==> src/pgs_rle_pkg.sv <==
// Types, codes and sizes shared by the subtitle run-length decoder.
// No dependencies.
package pgs_rle_pkg;

  localparam int MAX_WIDTH_DEF  = 4096;
  localparam int MAX_HEIGHT_DEF = 4096;

  localparam int CFG_W      = 13;
  localparam int CFG_IDX_W  = 1;
  localparam int LEN_W      = 14;
  localparam int RUN_W      = 13;
  localparam int COL_W      = 12;
  localparam int ROW_OUT_W  = 13;
  localparam int RES_DEPTH  = 4;
  localparam int RES_PTR_W  = $clog2(RES_DEPTH);
  localparam int RES_CNT_W  = $clog2(RES_DEPTH + 1);

  localparam logic [CFG_IDX_W-1:0] REG_IMAGE_WIDTH  = 1'd0;
  localparam logic [CFG_IDX_W-1:0] REG_IMAGE_HEIGHT = 1'd1;

  typedef enum logic [3:0] {
    PH_COLOR    = 4'b0001,
    PH_FLAGS    = 4'b0010,
    PH_LOWLEN   = 4'b0100,
    PH_ESCCOLOR = 4'b1000
  } phase_t;

  typedef enum logic [1:0] {
    KIND_RUN      = 2'd0,
    KIND_EOL      = 2'd1,
    KIND_COMPLETE = 2'd2,
    KIND_ERROR    = 2'd3
  } kind_t;

  typedef enum logic [2:0] {
    ERR_NONE      = 3'd0,
    ERR_TRUNCATED = 3'd1,
    ERR_LINE_LEN  = 3'd2,
    ERR_CROSSES   = 3'd3,
    ERR_FEW_ROWS  = 3'd4,
    ERR_TRAILING  = 3'd5
  } err_t;

  typedef struct packed {
    kind_t                kind;
    logic [7:0]           color;
    logic [RUN_W-1:0]     run_length;
    logic [COL_W-1:0]     column;
    logic [ROW_OUT_W-1:0] row;
    err_t                 error_code;
    logic                 last_result;
  } res_t;

  function automatic res_t make_rec(kind_t k, logic [7:0] c, logic [RUN_W-1:0] len,
                                    logic [COL_W-1:0] col, logic [ROW_OUT_W-1:0] r,
                                    err_t e);
    res_t x;
    x.kind        = k;
    x.color       = c;
    x.run_length  = len;
    x.column      = col;
    x.row         = r;
    x.error_code  = e;
    x.last_result = 1'b0;
    return x;
  endfunction

endpackage

==> src/pgs_rle_run_decoder.sv <==
// Subtitle bitmap run-length decoder: escape parser, position tracking, result queue.
// Depends on pgs_rle_pkg.
//
// Usage:
//   Input channel (in_valid / in_stall) carries one coded byte per beat with
//   first_byte (starts a new image) and last_byte (final byte of the image).
//   Output channel (out_valid / out_stall) carries result records: pixel run,
//   end of line, image complete or numbered error; last_result marks the final
//   record caused by one input byte. Each byte gives zero, one or two records.
//   Configuration: write image_width (index 0) and image_height (index 1)
//   through cfg_write / cfg_index / cfg_data while the block is idle.
// Path: a byte lands in the input register at its accepting edge, is decoded
//   from there and its records are written to the result queue, whose head drives
//   the output.
// Throughput: one byte per cycle while bytes give at most one record and the
//   receiver does not stall; two-record bytes fill the queue via the single-record
//   output port. A four-entry result queue takes a byte only with room for two.
// Stall: a stalled receiver fills the queue, then the input register holds and
//   in_stall rises; nothing is dropped.
// Reset: rst (synchronous) clears the queue, the parser to the color-byte
//   phase, position to zero and both dimension registers to 1.
module pgs_rle_run_decoder #(
  parameter int MAX_WIDTH  = pgs_rle_pkg::MAX_WIDTH_DEF,
  parameter int MAX_HEIGHT = pgs_rle_pkg::MAX_HEIGHT_DEF
) (
  input  logic                                 clk,
  input  logic                                 rst,
  input  logic                                 cfg_write,
  input  logic [pgs_rle_pkg::CFG_IDX_W-1:0]    cfg_index,
  input  logic [pgs_rle_pkg::CFG_W-1:0]        cfg_data,
  input  logic                                 in_valid,
  output logic                                 in_stall,
  input  logic [7:0]                           data_byte,
  input  logic                                 first_byte,
  input  logic                                 last_byte,
  output logic                                 out_valid,
  input  logic                                 out_stall,
  output logic [1:0]                           kind,
  output logic [7:0]                           color,
  output logic [pgs_rle_pkg::RUN_W-1:0]        run_length,
  output logic [pgs_rle_pkg::COL_W-1:0]        column,
  output logic [pgs_rle_pkg::ROW_OUT_W-1:0]    row,
  output logic [2:0]                           error_code,
  output logic                                 last_result
);

  localparam int POS_W = $clog2(MAX_WIDTH + 1);
  localparam int ROW_W = $clog2(MAX_HEIGHT + 1);
  localparam int LEN_W = pgs_rle_pkg::LEN_W;

  logic [pgs_rle_pkg::CFG_W-1:0] image_width;
  logic [pgs_rle_pkg::CFG_W-1:0] image_height;

  logic       ireg_valid;
  logic [7:0] ireg_byte;
  logic       ireg_first;
  logic       ireg_last;

  pgs_rle_pkg::phase_t phase, phase_next;
  logic [POS_W-1:0]    column_pos, column_pos_next;
  logic [ROW_W-1:0]    row_pos, row_pos_next;
  logic [LEN_W-1:0]    pending_length, pending_length_next;
  logic [1:0]          pending_flags, pending_flags_next;
  logic                halted, halted_next;

  logic [POS_W-1:0] w;
  logic [ROW_W-1:0] h;

  logic             run_req;
  logic [7:0]       run_color;
  logic [LEN_W-1:0] run_len;
  logic [LEN_W-1:0] room;
  logic             rec_a_v, rec_b_v;
  pgs_rle_pkg::res_t rec_a, rec_b, slot0, slot1;
  logic [1:0]       push_n;

  pgs_rle_pkg::res_t entries [pgs_rle_pkg::RES_DEPTH];
  logic [pgs_rle_pkg::RES_PTR_W-1:0] head, tail;
  logic [pgs_rle_pkg::RES_CNT_W-1:0] count;
  logic fire, pop;

  assign fire     = ireg_valid && (count <= pgs_rle_pkg::RES_CNT_W'(pgs_rle_pkg::RES_DEPTH - 2));
  assign in_stall = ireg_valid && !fire;
  assign pop      = out_valid && !out_stall;

  always_comb begin
    if (image_width == '0) begin
      w = POS_W'(1);
    end else if (int'(image_width) > MAX_WIDTH) begin
      w = POS_W'(MAX_WIDTH);
    end else begin
      w = POS_W'(image_width);
    end
    if (image_height == '0) begin
      h = ROW_W'(1);
    end else if (int'(image_height) > MAX_HEIGHT) begin
      h = ROW_W'(MAX_HEIGHT);
    end else begin
      h = ROW_W'(image_height);
    end
  end

  always_ff @(posedge clk) begin
    if (rst) begin
      image_width  <= pgs_rle_pkg::CFG_W'(1);
      image_height <= pgs_rle_pkg::CFG_W'(1);
    end else if (cfg_write) begin
      case (cfg_index)
        pgs_rle_pkg::REG_IMAGE_WIDTH:  image_width  <= cfg_data;
        pgs_rle_pkg::REG_IMAGE_HEIGHT: image_height <= cfg_data;
        default: ;
      endcase
    end
  end

  // input register
  always_ff @(posedge clk) begin
    if (rst) begin
      ireg_valid <= 1'b0;
    end else if (!in_stall) begin
      ireg_valid <= in_valid;
    end
  end

  always_ff @(posedge clk) begin
    if (!in_stall && in_valid) begin
      ireg_byte  <= data_byte;
      ireg_first <= first_byte;
      ireg_last  <= last_byte;
    end
  end

  // decode one byte
  always_comb begin
    phase_next          = phase;
    column_pos_next     = column_pos;
    row_pos_next        = row_pos;
    pending_length_next = pending_length;
    pending_flags_next  = pending_flags;
    halted_next         = halted;
    run_req   = 1'b0;
    run_color = 8'd0;
    run_len   = '0;
    room      = '0;
    rec_a_v   = 1'b0;
    rec_b_v   = 1'b0;
    rec_a     = '0;
    rec_b     = '0;

    if (ireg_first) begin
      phase_next          = pgs_rle_pkg::PH_COLOR;
      column_pos_next     = '0;
      row_pos_next        = '0;
      pending_length_next = '0;
      pending_flags_next  = '0;
      halted_next         = 1'b0;
    end

    if (!halted_next) begin
      case (phase_next)
        pgs_rle_pkg::PH_COLOR: begin
          if (row_pos_next >= h) begin
            rec_a_v     = 1'b1;
            rec_a       = pgs_rle_pkg::make_rec(pgs_rle_pkg::KIND_ERROR, 8'd0, '0,
                            pgs_rle_pkg::COL_W'(column_pos_next),
                            pgs_rle_pkg::ROW_OUT_W'(row_pos_next), pgs_rle_pkg::ERR_TRAILING);
            halted_next = 1'b1;
          end else if (ireg_byte != 8'd0) begin
            run_req   = 1'b1;
            run_color = ireg_byte;
            run_len   = LEN_W'(1);
          end else begin
            phase_next = pgs_rle_pkg::PH_FLAGS;
          end
        end
        pgs_rle_pkg::PH_FLAGS: begin
          pending_length_next = LEN_W'(ireg_byte[5:0]);
          pending_flags_next  = {ireg_byte[7], ireg_byte[6]};
          if (ireg_byte[6]) begin
            phase_next = pgs_rle_pkg::PH_LOWLEN;
          end else if (ireg_byte[7]) begin
            phase_next = pgs_rle_pkg::PH_ESCCOLOR;
          end else begin
            phase_next = pgs_rle_pkg::PH_COLOR;
            run_req    = 1'b1;
            run_len    = LEN_W'(ireg_byte[5:0]);
          end
        end
        pgs_rle_pkg::PH_LOWLEN: begin
          pending_length_next = {pending_length_next[5:0], ireg_byte};
          if (pending_flags_next[1]) begin
            phase_next = pgs_rle_pkg::PH_ESCCOLOR;
          end else begin
            phase_next = pgs_rle_pkg::PH_COLOR;
            run_req    = 1'b1;
            run_len    = pending_length_next;
          end
        end
        pgs_rle_pkg::PH_ESCCOLOR: begin
          phase_next = pgs_rle_pkg::PH_COLOR;
          run_req    = 1'b1;
          run_color  = ireg_byte;
          run_len    = pending_length_next;
        end
        default: begin
          phase_next = pgs_rle_pkg::PH_COLOR;
        end
      endcase

      if (run_req) begin
        rec_a_v = 1'b1;
        room    = LEN_W'(w) - LEN_W'(column_pos_next);
        if (run_len == '0) begin
          if (column_pos_next != w) begin
            rec_a       = pgs_rle_pkg::make_rec(pgs_rle_pkg::KIND_ERROR, 8'd0, '0,
                            pgs_rle_pkg::COL_W'(column_pos_next),
                            pgs_rle_pkg::ROW_OUT_W'(row_pos_next), pgs_rle_pkg::ERR_LINE_LEN);
            halted_next = 1'b1;
          end else begin
            rec_a           = pgs_rle_pkg::make_rec(pgs_rle_pkg::KIND_EOL, 8'd0, '0,
                                pgs_rle_pkg::COL_W'(column_pos_next),
                                pgs_rle_pkg::ROW_OUT_W'(row_pos_next), pgs_rle_pkg::ERR_NONE);
            column_pos_next = '0;
            row_pos_next    = row_pos_next + ROW_W'(1);
          end
        end else if (column_pos_next <= w && run_len > room) begin
          rec_a       = pgs_rle_pkg::make_rec(pgs_rle_pkg::KIND_ERROR, 8'd0, '0,
                          pgs_rle_pkg::COL_W'(column_pos_next),
                          pgs_rle_pkg::ROW_OUT_W'(row_pos_next), pgs_rle_pkg::ERR_CROSSES);
          halted_next = 1'b1;
        end else begin
          rec_a           = pgs_rle_pkg::make_rec(pgs_rle_pkg::KIND_RUN, run_color,
                              pgs_rle_pkg::RUN_W'(run_len),
                              pgs_rle_pkg::COL_W'(column_pos_next),
                              pgs_rle_pkg::ROW_OUT_W'(row_pos_next), pgs_rle_pkg::ERR_NONE);
          column_pos_next = POS_W'(LEN_W'(column_pos_next) + run_len);
        end
      end

      if (!halted_next && ireg_last) begin
        rec_b_v     = 1'b1;
        halted_next = 1'b1;
        if (phase_next != pgs_rle_pkg::PH_COLOR) begin
          rec_b = pgs_rle_pkg::make_rec(pgs_rle_pkg::KIND_ERROR, 8'd0, '0,
                    pgs_rle_pkg::COL_W'(column_pos_next),
                    pgs_rle_pkg::ROW_OUT_W'(row_pos_next), pgs_rle_pkg::ERR_TRUNCATED);
        end else if (row_pos_next == h ||
                     (row_pos_next == h - ROW_W'(1) && column_pos_next == w)) begin
          rec_b = pgs_rle_pkg::make_rec(pgs_rle_pkg::KIND_COMPLETE, 8'd0, '0, '0,
                    pgs_rle_pkg::ROW_OUT_W'(h), pgs_rle_pkg::ERR_NONE);
        end else begin
          rec_b = pgs_rle_pkg::make_rec(pgs_rle_pkg::KIND_ERROR, 8'd0, '0,
                    pgs_rle_pkg::COL_W'(column_pos_next),
                    pgs_rle_pkg::ROW_OUT_W'(row_pos_next), pgs_rle_pkg::ERR_FEW_ROWS);
        end
      end
    end
  end

  // pack the byte's records in order, mark the final one
  always_comb begin
    slot0  = rec_a;
    slot1  = rec_b;
    push_n = 2'd0;
    if (fire) begin
      if (rec_a_v && rec_b_v) begin
        push_n = 2'd2;
        slot1.last_result = 1'b1;
      end else if (rec_a_v) begin
        push_n = 2'd1;
        slot0.last_result = 1'b1;
      end else if (rec_b_v) begin
        push_n = 2'd1;
        slot0 = rec_b;
        slot0.last_result = 1'b1;
      end
    end
  end

  always_ff @(posedge clk) begin
    if (rst) begin
      phase          <= pgs_rle_pkg::PH_COLOR;
      column_pos     <= '0;
      row_pos        <= '0;
      pending_length <= '0;
      pending_flags  <= '0;
      halted         <= 1'b0;
    end else if (fire) begin
      phase          <= phase_next;
      column_pos     <= column_pos_next;
      row_pos        <= row_pos_next;
      pending_length <= pending_length_next;
      pending_flags  <= pending_flags_next;
      halted         <= halted_next;
    end
  end

  // result queue
  always_ff @(posedge clk) begin
    if (push_n != 2'd0) begin
      entries[tail] <= slot0;
    end
    if (push_n == 2'd2) begin
      entries[tail + pgs_rle_pkg::RES_PTR_W'(1)] <= slot1;
    end
  end

  always_ff @(posedge clk) begin
    if (rst) begin
      head  <= '0;
      tail  <= '0;
      count <= '0;
    end else begin
      tail  <= tail + pgs_rle_pkg::RES_PTR_W'(push_n);
      head  <= head + pgs_rle_pkg::RES_PTR_W'(pop);
      count <= count + pgs_rle_pkg::RES_CNT_W'(push_n) - pgs_rle_pkg::RES_CNT_W'(pop);
    end
  end

  assign out_valid   = (count != '0);
  assign kind        = entries[head].kind;
  assign color       = entries[head].color;
  assign run_length  = entries[head].run_length;
  assign column      = entries[head].column;
  assign row         = entries[head].row;
  assign error_code  = entries[head].error_code;
  assign last_result = entries[head].last_result;

`ifndef NO_ASSERTIONS
  a_count_bound: assert property (@(posedge clk) disable iff (rst)
    count <= pgs_rle_pkg::RES_CNT_W'(pgs_rle_pkg::RES_DEPTH))
    else $error("result queue overflow");

  a_stall_holds_item: assert property (@(posedge clk) disable iff (rst)
    in_stall |-> ireg_valid)
    else $error("input stalled with empty input register");

  a_grow_only_on_fire: assert property (@(posedge clk) disable iff (rst)
    !fire |=> count <= $past(count))
    else $error("queue grew without a decoded byte");

  a_run_nonzero: assert property (@(posedge clk) disable iff (rst)
    out_valid && kind == pgs_rle_pkg::KIND_RUN |-> run_length != '0)
    else $error("empty run record");
`endif

endmodule

==> config.mk <==
export PLATFORM = sky130hd
export DESIGN_NAME = pgs_rle_run_decoder
export DESIGN_NICKNAME = d
export VERILOG_FILES = /design/src/pgs_rle_pkg.sv /design/src/pgs_rle_run_decoder.sv
export SDC_FILE = /design/constraint.sdc
export NUM_CORES = 1
export LEC_CHECK = 0
export ABC_AREA = 1
export BUFFER_PORTS_ARGS = -buffer_cell sky130_fd_sc_hd__buf_2
export CORE_MARGIN = 2
export CORE_UTILIZATION = 40
export CTS_CLUSTER_SIZE = 28
export DETAILED_ROUTE_END_ITERATION = 8
export HOLD_SLACK_MARGIN = 0.15
export SYNTH_ARGS = -nofsm -noshare
export SYNTH_HDL_FRONTEND = slang
export SYNTH_SLANG_ARGS = --single-unit
==> constraint.sdc <==
create_clock -name clk -period 22.7 [get_ports clk]
set_input_delay 4.54 -clock clk [delete_from_list [all_inputs] [get_ports clk]]
set_output_delay 4.54 -clock clk [all_outputs]
set_load 0.05 [all_outputs]
# Yosys cells after proc, flatten, opt, wreduce, memory -nomap -nowiden
# Memory sizes are Yosys's and may differ from the RTL's. A register that Yosys moved wholly into a read port is not among the register bits.
# Cells that the tools add are included.
# word_totals
in_bits,29
mem_bits_rw,208
reg_bits,91
word_cells,153
mem_count,1
output_inout_bits,54
# memory_table
memory,words,width,rd,rd_ports_with_merged_regs,write_ports,line_no,rtl
entries,4,52,1,1,2,pgs_rle_run_decoder.sv:77,pgs_rle_pkg::res_t entries [pgs_rle_pkg::RES_DEPTH];
# classes
n_eq_ne,10
n_bitwise,1
reduce_logical,21
magnitude_cmp,6
add_sub_neg,9
muxes,90
# op_table
operator,count
$mux W52,12
$mux W13,17
$mux W51,3
$mux W14,4
$pmux W14 S4,1
$eq A13 B13 Y1,3
$mux W4,8
$mux W1,30
$pmux W14 S2,1
$gt A13 B13 Y1 const B,2
$logic_not A13 Y1,2
$mux W8,2
$pmux W8 S2,1
$gt A14 B14 Y1,1
$logic_not A14 Y1,1
$mux W2,7
$sub A13 B13 Y14,1
$add A13 B1 Y13 const B,1
$add A13 B13 Y13,1
$ge A13 B13 Y1,1
$le A13 B13 Y1,1
$ne A13 B13 Y1,1
$sub A13 B1 Y13 const B,1
$mux W6,2
other kinds (22),33

# Depth between registers and ports, before layout
# logic_depth
ltp_word,24
ltp_mapped,48
mapped_depth_nobuf,46

# Worst setup path before layout
# OpenSTA, ideal clock, no wires.
# synth_timing
path_type,reg-to-reg
startpoint,register ireg_first
endpoint,"memory entries[0][0] (netlist name), enable pin"
required_time_ns,22.313
n_path_buf,6
setup_slack_ns,15.237
t_arrival_ns,7.076
synth_period_minus_slack_ns,7.463
setup_time_ns,0.387
stages_incl_launch_ff,43
path_cell_list,edfxtp_1 -> buf_6 -> clkbuf_1 -> nor2_1 -> inv_1 -> ha_1 -> nand3b_1 -> and2_1 -> inv_1 -> a21oi_1 -> o21bai_1 -> a21oi_1 -> o21bai_1 -> nand2_1 -> nand2_1 -> a21oi_1 -> o21ai_0 -> a21oi_1 -> [7 not listed] -> nand3_1 -> clkbuf_1 -> o21ai_1 -> a21oi_2 -> nand3_2 -> inv_1 -> buf_2 -> buf_2 -> ha_1 -> inv_1 -> nor2_1 -> inv_1 -> nor2_1 -> inv_1 -> nor2_1 -> clkinv_1 -> clkbuf_1 -> nand2_1
# synth_rtl
element,line_no,rtl
"start, declared",pgs_rle_run_decoder.sv:56,logic ireg_first;
"start signal, assigned",pgs_rle_run_decoder.sv:128,ireg_first <= first_byte;
"end, declared",pgs_rle_run_decoder.sv:77,

==> out/metrics.json <==
{
  "detailed_routing": {
    "route.detailed.wl_per_inst_um": 19.4,
    "antenna_left": 0,
    "drt_pass1_iterations": 6,
    "drt-initial-drc-count": 2246,
    "vias": 18900,
    "drt-vias-per-instance": 5.57,
    "drt-total-wl_mm": 65.7,
    "drc": 0
  },
  "grt": {
    "met2_usage": 0.411,
    "antenna_violations_before_repair": 2,
    "global_route.usage.total": 0.262,
    "gr-max-usage-layer": "met2",
    "first_global_vias": 17300,
    "grt.met1_usage": 0.366,
    "globalRouteMet3Util": 0.0444,
    "grt_max_degree": 106,
    "grt.overflow.total": 0,
    "grt_pass1_wl_mm": 101
  },
  "setup_path": {
    "r2r_cells": 40,
    "r2r_setup_slack_ns": 14.17,
    "setup.worst_path.end_class": "flop",
    "critical_path.startpoint_type": "flop",
    "critical_path.n_buffers_inverters": 11,
    "critical_path.max_fanout": 30,
    "cp_data_arrival_time_ns": 8.73,
    "cp_slowest_cell": "sky130_fd_sc_hd__edfxtp_1",
    "regToRegEndpoint": "entries[0][16]",
    "timing.critical_path.required_ns": 22.90,
    "worst_path_dominant_cell_family": "buffers and inverters",
    "crit_type": "reg2reg",
    "rr_startpoint": "ireg_first",
    "crit_path_max_incr_delay_ns": 0.75
  },
  "status": {
    "outcome": "complete, no violations"
  },
  "die": {
    "die_width_um": 222,
    "design.die.area_mm2": 0.0492,
    "num_rows": 79,
    "ioPinCount": 83,
    "floorplan.core_area_mm2": 0.0467,
    "start_util": 0.407,
    "floorplan.die.height_um": 222
  },
  "timing": {
    "worst_pin_slew_ns": 1.19,
    "tns_ns": 0,
    "period_share": 0.376,
    "worst_slew_margin_rel": 0.208,
    "post-route-min-period_ns": 8.53,
    "max_clock_freq_mhz": 117,
    "grt_setup_unrepaired": "false",
    "finalClockSkew_ns": 0.0225,
    "final-hold-violation-count": 0,
    "fin_hold_ws_ns": 0.468,
    "final-max-slew-violation-count": 0,
    "setup_viol": 0
  },
  "yosys": {
    "postSynth.topFlopCell": "sky130_fd_sc_hd__dfxtp_1",
    "netlist-cell-type-count": 56,
    "netlist.area_leader.share": 0.206,
    "cells_after_synthesis": 2743,
    "postSynth.asyncResetShare": 0,
    "synth.net_count": 2835,
    "syn_area_per_cell_um2": 6.92,
    "ys_seq_elements": 298,
    "synth_area_leader_cell": "sky130_fd_sc_hd__edfxtp_1",
    "synth-edff-count": 130,
    "synthMostInstantiatedCell": "sky130_fd_sc_hd__nand2_1",
    "yosys-top-cells-area": "sky130_fd_sc_hd__edfxtp_1 (21%), sky130_fd_sc_hd__dfxtp_1 (18%), sky130_fd_sc_hd__nand2_1 (16%)",
    "synth.cell_area_mm2": 0.0190,
    "synth_commonest_cells": "sky130_fd_sc_hd__nand2_1 (822), sky130_fd_sc_hd__nor2_1 (303), sky130_fd_sc_hd__nand3_1 (271)",
    "sequential_fraction_of_the_synthesis_area": 0.383,
    "synthesis.yosys.warnings": 0
  },
  "placement": {
    "gp_routability_congestion": 0.942,
    "place.port_buffers": 82,
    "dp_hpwl_mm": 45.6,
    "cells_after_dpl": 3317
  },
  "layout": {
    "fillerInstances": 4763,
    "layout-drive-gt1-share": 0.0911,
    "num-nets-final": 2841,
    "flow.area_growth_from_synthesis_pct": 10.0,
    "instances_no_fill": 3387
  },
  "clock_tree": {
    "cts_hold_repair.buffers": 0,
    "clk_pin_slew_ns": 0.06,
    "clk-insertion-delay-late_ns": 0.57,
    "clock_sinks": 298,
    "cts.repair_timing.setup_buffer_count": 0,
    "cts.htree.levels": 2,
    "tritoncts_clock_tree": "done",
    "postCtsResizedCells": 0,
    "max-clock-path-buffers": 3,
    "cts_root_buf": "sky130_fd_sc_hd__clkbuf_16",
    "cts-buffers-inserted": 37
  },
  "run": {
    "max-cap-violations": 0
  },
  "power": {
    "worst_ir_drop_vdd_uv": 57.3,
    "static-leakage-power_nw": 9.59,
    "pwr_density_cell_mw_per_mm2": 115
  },
  "worst_hold_path": {
    "worst_hold_path_type": "reg2reg",
    "worstHoldEndpoint": "entries[2][36]",
    "worst_hold_path.num_cells": 2,
    "hold_path.startpoint": "entries[2][36]"
  }
}
-- kinds of logic after synthesis --
| family | count (synthesis) | synth area share |
|---|---|---|
| fa+ha+maj | 63 | 0.0427 |
| compound gates | 433 | 0.126 |
| xor+xnor | 37 | 0.0171 |
| simple gates | 1532 | 0.349 |
| flops | 298 | 0.383 |
| buf+inv | 380 | 0.0824 |
-- flip-flops by register name, indices dropped and copies added, names as in the netlist --
signal          count
halted              1
phase               4
pending_length     14
tail                2
image_width        13
count               3
row_pos            13
ireg_first          1
entries           208
head                2
column_pos         13
ireg_valid          1
image_height       13
pending_flags       1
ireg_last           1
ireg_byte           8
-- power breakdown --
| group | internal [mW] | leakage [nW] | switching (mW) |
|---|---|---|---|
| Sequential | 0.628 | 2.46 | 0.0320 |
| Combinational | 0.265 | 6.56 | 0.904 |
| Clock | 0.332 | 0.571 | 0.249 |
-- worst min-delay path: stages (launching register included) --
cell and delay, ns:
sky130_fd_sc_hd__dfxtp_1 0.31, sky130_fd_sc_hd__nand3_1 0.07, sky130_fd_sc_hd__nand2_1 0.05
-- cells in the final DEF, fill, tap and decap left out, types with 12 or more instances in the layout --
cell type / instances
sky130_fd_sc_hd__xnor2_1: 12
sky130_fd_sc_hd__xor2_1: 25
sky130_fd_sc_hd__edfxtp_1: 130
sky130_fd_sc_hd__inv_2: 16
sky130_fd_sc_hd__o21ai_1: 14
sky130_fd_sc_hd__buf_4: 22
sky130_fd_sc_hd__nand3_1: 271
sky130_fd_sc_hd__nand2_2: 19
sky130_fd_sc_hd__nand2_1: 819
sky130_fd_sc_hd__buf_2: 82
sky130_fd_sc_hd__nor2_1: 300
sky130_fd_sc_hd__nand3b_1: 15
sky130_fd_sc_hd__nand3_2: 13
sky130_fd_sc_hd__dfxtp_1: 167
sky130_fd_sc_hd__o21ai_0: 225
sky130_fd_sc_hd__clkbuf_16: 38
sky130_fd_sc_hd__inv_1: 221
sky130_fd_sc_hd__o22ai_1: 65
sky130_fd_sc_hd__ha_1: 60
sky130_fd_sc_hd__nand4_1: 39
sky130_fd_sc_hd__a21oi_1: 87
-- through the flow --
stage / power [mW] / setup slack [ns] / cell area [um^2] / utilization
2_1_floorplan: 1.50 / 15.24 / 19000 / -
3_5_place_dp: 1.82 / 14.36 / 19700 / 0.422
3_3_place_gp: 1.81 / 14.51 / 19700 / 0.422
5_1_grt: 2.53 / 13.37 / 20900 / 0.448
4_1_cts: 2.40 / 14.31 / 20900 / 0.448
6_report: 2.41 / 14.17 / 20900 / 0.448
-- worst max-delay path by stage --
stage,start,endpoint,slack (ns),cells past startpoint
2_1_floorplan,ireg_first,entries[0][0],15.24,42
3_3_place_gp,ireg_first,entries[0][16],14.51,39
3_5_place_dp,ireg_first,entries[0][20],14.36,40
4_1_cts,ireg_first,entries[0][16],14.31,40
5_1_grt,ireg_first,entries[0][19],13.37,39
6_report,ireg_first,entries[0][16],14.17,40
-- layout make-up --
cell class,count,area (um^2),area share
Antenna cell,2,5.00,0.000240
Clock buffer,51,1020,0.0488
Clock inverter,17,171,0.00821
Inverter,243,917,0.0439
Multi-Input combinational cell,2065,10200,0.487
Sequential cell,298,7270,0.348
Tap cell,607,759,0.0364
Timing Repair Buffer,104,576,0.0275
-- routing by layer --
| layer | part of all wire | wire [um] |
|---|---|---|
| met1 | 0.45 | 29500 |
| met2 | 0.44 | 29100 |
| met3 | 0.078 | 5160 |
| met4 | 0.029 | 1870 |
| met5 | 0.00017 | 11 |
Note: power is estimated with default switching activity, not from simulation.
